[src/rtl/kmrh_pkg.sv]
// Shared types, constants and helper functions for the key matrix scanner.
// Used by kmrh_scan, kmrh_emit and key_matrix_repeat_holdoff; no dependencies.
`timescale 1ns / 1ps
`default_nettype none

package kmrh_pkg;

	// Matrix geometry and key capture limits
	localparam int ROWS       = 8;
	localparam int COLS       = 5;
	localparam int MAX_KEYS   = 2;
	localparam int KEYS_TOTAL = ROWS * COLS;

	// Field widths
	localparam int MATRIX_W   = 40;
	localparam int TIME_W     = 32;
	localparam int KEY_W      = 6;
	localparam int HOLDOFF_W  = 16;
	localparam int IN_DATA_W  = 72;
	localparam int OUT_DATA_W = 8;
	localparam int USER_W     = 2;
	localparam int CFG_IDX_W  = 2;
	localparam int CFG_DATA_W = 16;

	// Position code for an empty slot
	localparam logic [KEY_W-1:0] NO_KEY = KEY_W'(40);

	// Register reset values
	localparam logic [HOLDOFF_W-1:0] HOLDOFF_RESET = HOLDOFF_W'(400);

	// Configuration register indexes
	localparam logic [CFG_IDX_W-1:0] REG_HOLDOFF   = CFG_IDX_W'(0);
	localparam logic [CFG_IDX_W-1:0] REG_RESET_POS = CFG_IDX_W'(1);

	// One run of events produced by a scan
	typedef struct packed {
		logic [KEY_W-1:0] key0;
		logic [KEY_W-1:0] key1;
		logic             two_keys;
		logic             rst0;
		logic             rst1;
	} run_t;

	// Lowest set position, or NO_KEY when nothing is pressed
	function automatic logic [KEY_W-1:0] first_key(input logic [KEYS_TOTAL-1:0] bits);
		logic [KEY_W-1:0] pos;
		pos = NO_KEY;
		for (int i = KEYS_TOTAL - 1; i >= 0; i--) begin
			if (bits[i]) begin
				pos = KEY_W'(i);
			end
		end
		return pos;
	endfunction

endpackage

`default_nettype wire

[src/rtl/key_matrix_repeat_holdoff.sv]
// Key matrix scanner with repeat hold-off, top level. Depends on kmrh_pkg,
// kmrh_scan and kmrh_emit.
// Path: with the emitter free, the first event of a scan passes through the input
// register, then the output event register.
// Throughput: one scan per cycle while scans report nothing; a reported scan
// holds the single output event register for its 2 or 4 events, one per transaction.
// Reset: arst_n clears the scan history to no key, the emission time to zero,
// hold-off to 400 ms and the reset key position to none; ready right after.
`timescale 1ns / 1ps
`default_nettype none

module key_matrix_repeat_holdoff (
	input  wire logic                                clk,
	input  wire logic                                arst_n,
	// Scan input
	input  wire logic                                s_tvalid,
	output logic                                     s_tready,
	input  wire logic [kmrh_pkg::IN_DATA_W-1:0]      s_tdata,  // [39:0] matrix_bits, [71:40] now_ms
	// Event output
	output logic                                     m_tvalid,
	input  wire logic                                m_tready,
	output logic [kmrh_pkg::OUT_DATA_W-1:0]          m_tdata,  // [5:0] key_position, [7:6] zero
	output logic [kmrh_pkg::USER_W-1:0]              m_tuser,  // [0] pressed, [1] reset_request
	output logic                                     m_tlast,  // last_of_run
	// Configuration writes
	input  wire logic                                cfg_we,
	input  wire logic [kmrh_pkg::CFG_IDX_W-1:0]      cfg_index,
	input  wire logic [kmrh_pkg::CFG_DATA_W-1:0]     cfg_data
);

	logic [kmrh_pkg::HOLDOFF_W-1:0]  holdoff_q;
	logic [kmrh_pkg::KEY_W-1:0]      reset_pos_q;
	logic                            run_free;
	logic                            run_load;
	kmrh_pkg::run_t                  run;
	logic [kmrh_pkg::KEY_W-1:0]      key_position;
	logic                            pressed;
	logic                            reset_request;

	// Configuration registers; unknown indexes are dropped
	always_ff @(posedge clk or negedge arst_n) begin
		if (!arst_n) begin
			holdoff_q   <= kmrh_pkg::HOLDOFF_RESET;
			reset_pos_q <= kmrh_pkg::NO_KEY;
		end else if (cfg_we) begin
			case (cfg_index)
				kmrh_pkg::REG_HOLDOFF: begin
					holdoff_q <= cfg_data;
				end
				kmrh_pkg::REG_RESET_POS: begin
					reset_pos_q <= cfg_data[kmrh_pkg::KEY_W-1:0];
				end
				default: begin
				end
			endcase
		end
	end

	kmrh_scan u_scan (
		.clk                (clk),
		.arst_n             (arst_n),
		.in_valid           (s_tvalid),
		.in_ready           (s_tready),
		.matrix_bits        (s_tdata[kmrh_pkg::MATRIX_W-1:0]),
		.now_ms             (s_tdata[kmrh_pkg::IN_DATA_W-1:kmrh_pkg::MATRIX_W]),
		.holdoff_ms         (holdoff_q),
		.reset_key_position (reset_pos_q),
		.run_free           (run_free),
		.run_load           (run_load),
		.run                (run)
	);

	kmrh_emit u_emit (
		.clk           (clk),
		.arst_n        (arst_n),
		.run_load      (run_load),
		.run           (run),
		.run_free      (run_free),
		.ev_valid      (m_tvalid),
		.ev_ready      (m_tready),
		.key_position  (key_position),
		.pressed       (pressed),
		.reset_request (reset_request),
		.last_of_run   (m_tlast)
	);

	// Pack the event fields
	assign m_tdata = {(kmrh_pkg::OUT_DATA_W - kmrh_pkg::KEY_W)'(0), key_position};
	assign m_tuser = {reset_request, pressed};

endmodule

`default_nettype wire

[src/rtl/kmrh_scan.sv]
// Scan stage: input register, capture of the first pressed keys, hold-off decision
// and scan history. Depends on kmrh_pkg.
`timescale 1ns / 1ps
`default_nettype none

module kmrh_scan (
	input  wire logic                              clk,
	input  wire logic                              arst_n,
	input  wire logic                              in_valid,
	output logic                                   in_ready,
	input  wire logic [kmrh_pkg::MATRIX_W-1:0]     matrix_bits,
	input  wire logic [kmrh_pkg::TIME_W-1:0]       now_ms,
	input  wire logic [kmrh_pkg::HOLDOFF_W-1:0]    holdoff_ms,
	input  wire logic [kmrh_pkg::KEY_W-1:0]        reset_key_position,
	input  wire logic                              run_free,
	output logic                                   run_load,
	output kmrh_pkg::run_t                         run
);

	logic                              valid_s1;
	logic [kmrh_pkg::MATRIX_W-1:0]     matrix_s1;
	logic [kmrh_pkg::TIME_W-1:0]       now_s1;

	logic [kmrh_pkg::KEY_W-1:0]        prev_key0_q;
	logic [kmrh_pkg::KEY_W-1:0]        prev_key1_q;
	logic [kmrh_pkg::TIME_W-1:0]       last_emit_q;

	logic [kmrh_pkg::KEYS_TOTAL-1:0]   scan_bits;
	logic [kmrh_pkg::KEYS_TOTAL-1:0]   rest_bits;
	logic [kmrh_pkg::KEY_W-1:0]        key0;
	logic [kmrh_pkg::KEY_W-1:0]        key1;
	logic [kmrh_pkg::TIME_W-1:0]       elapsed;
	logic                              any_key;
	logic                              same_keys;
	logic                              emit;
	logic                              advance;

	// Capture the first two pressed positions in row-major order
	always_comb begin
		scan_bits = matrix_s1[kmrh_pkg::KEYS_TOTAL-1:0];
		rest_bits = scan_bits & (scan_bits - kmrh_pkg::KEYS_TOTAL'(1));
		key0      = kmrh_pkg::first_key(scan_bits);
		key1      = (kmrh_pkg::MAX_KEYS >= 2) ? kmrh_pkg::first_key(rest_bits)
		                                      : kmrh_pkg::NO_KEY;
	end

	// Decide whether this scan is reported or held off
	always_comb begin
		any_key   = (key0 != kmrh_pkg::NO_KEY);
		same_keys = any_key && (key0 == prev_key0_q) && (key1 == prev_key1_q);
		elapsed   = now_s1 - last_emit_q;
		emit      = any_key &&
		            !(same_keys && (elapsed < kmrh_pkg::TIME_W'(holdoff_ms)));
		advance   = valid_s1 && (!emit || run_free);
		in_ready  = !valid_s1 || advance;
		run_load  = advance && emit;
	end

	// Build the run handed to the emitter
	always_comb begin
		run.key0     = key0;
		run.key1     = key1;
		run.two_keys = (key1 != kmrh_pkg::NO_KEY);
		run.rst0     = (key0 == reset_key_position);
		run.rst1     = (key1 == reset_key_position);
	end

	// Input register
	always_ff @(posedge clk or negedge arst_n) begin
		if (!arst_n) begin
			valid_s1 <= 1'b0;
		end else if (in_ready) begin
			valid_s1 <= in_valid;
		end
	end

	always_ff @(posedge clk) begin
		if (in_ready && in_valid) begin
			matrix_s1 <= matrix_bits;
			now_s1    <= now_ms;
		end
	end

	// Scan history and last emission time
	always_ff @(posedge clk or negedge arst_n) begin
		if (!arst_n) begin
			prev_key0_q <= kmrh_pkg::NO_KEY;
			prev_key1_q <= kmrh_pkg::NO_KEY;
			last_emit_q <= '0;
		end else if (advance) begin
			prev_key0_q <= key0;
			prev_key1_q <= key1;
			if (emit) begin
				last_emit_q <= now_s1;
			end
		end
	end

	// Stored keys follow the scan that just left the stage
	a_history: assert property (@(posedge clk) disable iff (!arst_n)
		advance |=> (prev_key0_q == $past(key0)) && (prev_key1_q == $past(key1)))
		else $error("scan history not updated");

	// Emission time follows a reported scan
	a_emit_time: assert property (@(posedge clk) disable iff (!arst_n)
		run_load |=> last_emit_q == $past(now_s1))
		else $error("last emission time not recorded");

	// A run is handed over only to a free emitter
	a_load_free: assert property (@(posedge clk) disable iff (!arst_n)
		run_load |-> run_free)
		else $error("run loaded into busy emitter");

endmodule

`default_nettype wire

[src/rtl/kmrh_emit.sv]
// Event emitter: holds one run and issues its press and release events one per
// transaction. Depends on kmrh_pkg.
`timescale 1ns / 1ps
`default_nettype none

module kmrh_emit (
	input  wire logic                       clk,
	input  wire logic                       arst_n,
	input  wire logic                       run_load,
	input  wire kmrh_pkg::run_t             run,
	output logic                            run_free,
	output logic                            ev_valid,
	input  wire logic                       ev_ready,
	output logic [kmrh_pkg::KEY_W-1:0]      key_position,
	output logic                            pressed,
	output logic                            reset_request,
	output logic                            last_of_run
);

	logic            valid_q;
	kmrh_pkg::run_t  run_q;
	logic [1:0]      idx_q;
	logic            sel_second;

	// Decode the current event from the run and its index
	always_comb begin
		if (run_q.two_keys) begin
			sel_second  = idx_q[0];
			pressed     = !idx_q[1];
			last_of_run = (idx_q == 2'd3);
		end else begin
			sel_second  = 1'b0;
			pressed     = !idx_q[0];
			last_of_run = (idx_q == 2'd1);
		end
		key_position  = sel_second ? run_q.key1 : run_q.key0;
		reset_request = pressed && (sel_second ? run_q.rst1 : run_q.rst0);
		ev_valid      = valid_q;
		run_free      = !valid_q || (ev_ready && last_of_run);
	end

	// Advance through the run, load the next one when idle or when the last event goes out
	always_ff @(posedge clk or negedge arst_n) begin
		if (!arst_n) begin
			valid_q <= 1'b0;
			idx_q   <= 2'd0;
		end else if (run_free) begin
			valid_q <= run_load;
			idx_q   <= 2'd0;
		end else if (ev_ready) begin
			idx_q   <= idx_q + 2'd1;
		end
	end

	always_ff @(posedge clk) begin
		if (run_free && run_load) begin
			run_q <= run;
		end
	end

	// A single-key run never walks past its release event
	a_idx_range: assert property (@(posedge clk) disable iff (!arst_n)
		(valid_q && !run_q.two_keys) |-> (idx_q == 2'd0 || idx_q == 2'd1))
		else $error("event index beyond single-key run");

	// Reset request only rides on press events
	a_rst_press: assert property (@(posedge clk) disable iff (!arst_n)
		(valid_q && reset_request) |-> pressed)
		else $error("reset request on release event");

	// Every run starts at its first press event
	a_run_start: assert property (@(posedge clk) disable iff (!arst_n)
		(run_free && run_load) |=> (valid_q && idx_q == 2'd0))
		else $error("run did not start at first event");

endmodule

`default_nettype wire

[config.mk]
export PLATFORM = sky130hd
export DESIGN_NAME = key_matrix_repeat_holdoff
export DESIGN_NICKNAME = d
export VERILOG_FILES = /design/src/rtl/kmrh_pkg.sv /design/src/rtl/key_matrix_repeat_holdoff.sv /design/src/rtl/kmrh_scan.sv /design/src/rtl/kmrh_emit.sv
export SDC_FILE = /design/constraint.sdc
export NUM_CORES = 1
export LEC_CHECK = 0
export BUFFER_PORTS_ARGS = -buffer_cell sky130_fd_sc_hd__buf_2
export CORE_MARGIN = 3
export CORE_UTILIZATION = 35
export CTS_BUF_LIST = sky130_fd_sc_hd__clkbuf_4 sky130_fd_sc_hd__clkbuf_8
export DETAILED_ROUTE_END_ITERATION = 12
export SYNTH_ARGS = -nofsm -noshare
export SYNTH_HDL_FRONTEND = slang
export SYNTH_HIERARCHICAL = 1
export SYNTH_SLANG_ARGS = --single-unit
[constraint.sdc]
create_clock -name clk -period 7.3 [get_ports clk]
set_input_delay 0.365 -clock clk [delete_from_list [all_inputs] [get_ports clk]]
set_output_delay 0.365 -clock clk [all_outputs]
set_load 0.01 [all_outputs]
==> impl_results.md <==
- Status: completed
- Overall routing resource usage: about 17%
- Minimum clock period: just over 6000 ps
- Hold Path Class: input port to flop
- Bufs and invs on worst path: 1
- Post-synth ARST share: between 40 and 50%
- Slowest CP cell: o31ai_1
- Routability congestion estimate from global placement: just under 0.9
- Gr ovfl total: 0
- CTS Hold Bufs: 0
- Clock share of power: 15.8%
- DRC viols: 0
- Switching component of the power: just under 2 mW
- P_int: 2.57 mW
- Seq pwr share: between 30% and 40%
- Worst slew margin: 13.8%
- FMAX: between 150 and 200 MHz
- Min-Delay Startpoint: s_tdata[7]
- Htree depth: 4
- Worst-Skew Late Latency: approximately 480 ps
- Initial drt markers: approximately 660
- Post-synthesis register bit count: about 160
- Die W: 181 microns
- Fraction of layout instances using a drive strength above 1: 20.0%
- Die H: about 180 microns
- Synthesized area: roughly 11,000 sq um
- CTS tree: done
- CTS max path bufs: 2
- Crit-path cells: ha_1 -> nor2b_1 -> o31a_1 -> o31ai_1 -> nand2_1 -> a31o_2 -> a21o_1 -> a21oi_1 -> xnor2_1 -> ha_1 -> nor3_1 -> nand4_1 -> nor4_1 -> nand3_1 -> nor4_1 -> and4_1 -> nand4_1 -> nor3_1 -> o31a_2 -> buf_4
- EDFF count, synth: slightly below 90
- Global-route wire length before repair: 44,100 microns
- Avg Cell Area, Syn: about 10 sq um
- Max-cap viol count: 0
- RSZ-0062 raised after global routing: no
- CP top delay family: compound AO/OA/AOI/OAI gates
- Slew Limit Fails: 0
- # nets final: ~1,300
- DR vias: ~8,700
- P_leak: 4.72 nW
- Antenna Nets Post-Route: 0
- Drt pass-1 iters: 5
- WL/cell: 18.1 microns
- Hold Fails Final Rpt: 0
- Worst vdd ir: a little over 0.2 mV
- # Post-CTS Setup Buffers: 0
- Cell count after synthesis: around 1,100
- Yosys warning count: 6
- Unique masters post-synth: 90
- Finish-stage setup viols: 0
- Switching share of power: approximately 43%
- Worst Tran Pin Value: about 1300 ps
- Vias/cell: 5.63
- Largest net degree at the start of global routing: 71
- Sinks on Clock Net: 157
- Clock Skews: approximately 21 ps
- Sequential area share after synthesis: ~41%
- CP Capture Type: flop
- Initial antenna violation count: 0
- Initial Utilization: a little over a third
- Pwr dens: around 380 nW/um^2
- Die ar.: 32,600 sq um
- Area grow syn2layout: 11.7%
- Final worst path period share: 84.8%
- Worst Path Arrival: 6350 ps
- Delay of the slowest critical-path stage: ~720 ps
- TritonCTS Buffers: 17
- # diodes: 0
- Clk root buf: clkbuf_8
- Detailed Route WL: between 20,000 and 30,000 microns
- Row count: 63
- Final setup TNS: 0 ps
- Vias in the first global route: between 8,000 and 9,000
- Filler Cell Count: between 2,000 and 3,000
- Worst setup path startpoint: u_scan/now_s1[1]
- Post-CTS sizing: 0
- Comb pwr share: between 50% and 60%
- Buffers on Ports: between 100 and 150
- Post-route cell area: approximately 12,000 sq um
- Clock transition at the registers of the reported paths: 110 ps
- Top_reg_cell synth: edfxtp_1
- Top Ports: between 100 and 150
- Post-DP Area: 11,500 sq um
- FF-to-FF Start: u_scan/now_s1[1]
- Placeable Area: slightly below 30,000 sq um
- Post-DP HPWL: approximately 21,000 microns
- Crit Path Max Fanout: 23
- WP data required: about 7500 ps
- Startpoint Class: flop
- Critical path type: flop to flop
==> Yosys cell counts, drive strengths merged (13+ instances only) <==
library cell	instances	area, sq um
nand3	20	105
dfrtp	61	1530
o21ai	39	199
mux2	71	852
or4	17	128
o21a	20	150
o211ai	13	97.6
nor3	34	170
nand4	13	81.3
nand2	39	163
xor2	15	131
inv	81	304
buf	18	141
or2	17	106
xnor2	18	158
a21o	16	120
nand2b	15	93.8
ha	46	576
a21oi	49	245
nor4	28	200
nor2	71	267
clkbuf	30	113
edfxtp	87	2610
==> placed cells by master (no fill, tap or decap), types with 24 or more instances in the layout <==
cell type and n:
buf_2 105, edfxtp_1 87, inv_1 81, nor2_1 71, dfrtp_1 61, a21oi_1 49
ha_1 46, nand2_1 38, o21ai_0 36, nor3_1 34, mux2_1 29, mux2_2 28
nor4_1 24
==> power groups by stage <==
stage	clock (mW)	combinational (mW)	sequential, mW
2_1_floorplan	0	1.88	1.35
6_report	0.714	2.36	1.45
5_1_grt	0.764	2.62	1.49
3_3_place_gp	0	2.30	1.46
3_5_place_dp	0	2.34	1.46
4_1_cts	0.734	2.35	1.45
==> registers in the layout, summed over array words and instances, names as in the netlist <==
register,cells
u_scan/now_s1,32
u_scan/prev_key0_q,6
u_scan/valid_s1,1
u_emit/run_q,15
u_emit/idx_q,2
u_scan/last_emit_q,32
reset_pos_q,6
u_scan/prev_key1_q,6
u_scan/matrix_s1,40
u_emit/ev_valid,1
holdoff_q,16
==> worst reg2reg max path: stages, from the launching register on <==
cell	delay, ps
edfxtp_1	450
ha_1	310
nor2b_1	140
o31a_1	270
o31ai_1	720
nand2_1	190
a31o_2	310
a21o_1	170
a21oi_1	170
xnor2_1	90
ha_1	220
nor3_1	200
nand4_1	110
nor4_1	270
nand3_1	120
nor4_1	260
and4_1	210
nand4_1	280
nor3_1	350
o31a_2	630
buf_4	400
==> metrics by stage <==
step | util (%) | total power [mW] | instances | setup slack [ps] | hold slack, ps
floorplan | - | 3.23 | 1051 | 930 | 69.4
global placement | 38.6 | 3.75 | 1505 | 1400 | 473
detailed placement | 38.6 | 3.80 | 1505 | 1230 | 483
CTS | 40.0 | 4.53 | 1537 | 1190 | 24.6
global route | 40.0 | 4.88 | 1537 | 627 | 34.0
finish | 40.0 | 4.52 | 1537 | 1110 | 48.5
==> worst paths after layout <==
path | cells past startpoint | slack, ps | endpoint
min | 1 | 50 | u_scan/matrix_s1[7]
max | 20 | 1110 | u_scan/now_s1[6]
min reg2reg | 1 | 500 | u_scan/last_emit_q[16]
max in group asynchronous | 2 | 6570 | u_emit/ev_valid
min in group asynchronous | 2 | 110 | holdoff_q[9]
max reg2reg | 20 | 1110 | u_scan/now_s1[6]
==> area by class of cell <==
cell class              count  area (sq um)  share of cell area [%]
clock buffers              18           248                    2.08
clock inverters            14           175                    1.47
inverters                  81           304                    2.55
multi-input cells         765          5740                    48.1
flip-flops and latches    157          4380                    36.7
well taps                 390           488                    4.09
repair buffers            112           591                    4.96
==> cells by family (layout without fill, tap and decap cells) <==
kind of cell / Yosys count / count (layout) / synth area share, %
mux: 75 / 75 / 8.37
fa+ha+maj: 52 / 52 / 6.05
buf+inv: 129 / 225 / 5.23
xor+xnor: 33 / 33 / 2.71
flops: 157 / 157 / 41.0
simple gates: 323 / 323 / 17.2
other cells: 1 / 2 / 0.0352
compound gates: 280 / 280 / 19.4
==> layer usage <==
layer  global-route usage [%]  up-vias  part of all wire (%)
li1                         -     4194                     -
met5                        0        -                     0
met3                     2.93       21                   5.4
met1                     24.1     4144                    48
met4                     4.61        0                   1.3
met2                     25.9      301                    45
Note: power is estimated with default switching activity, not from simulation.
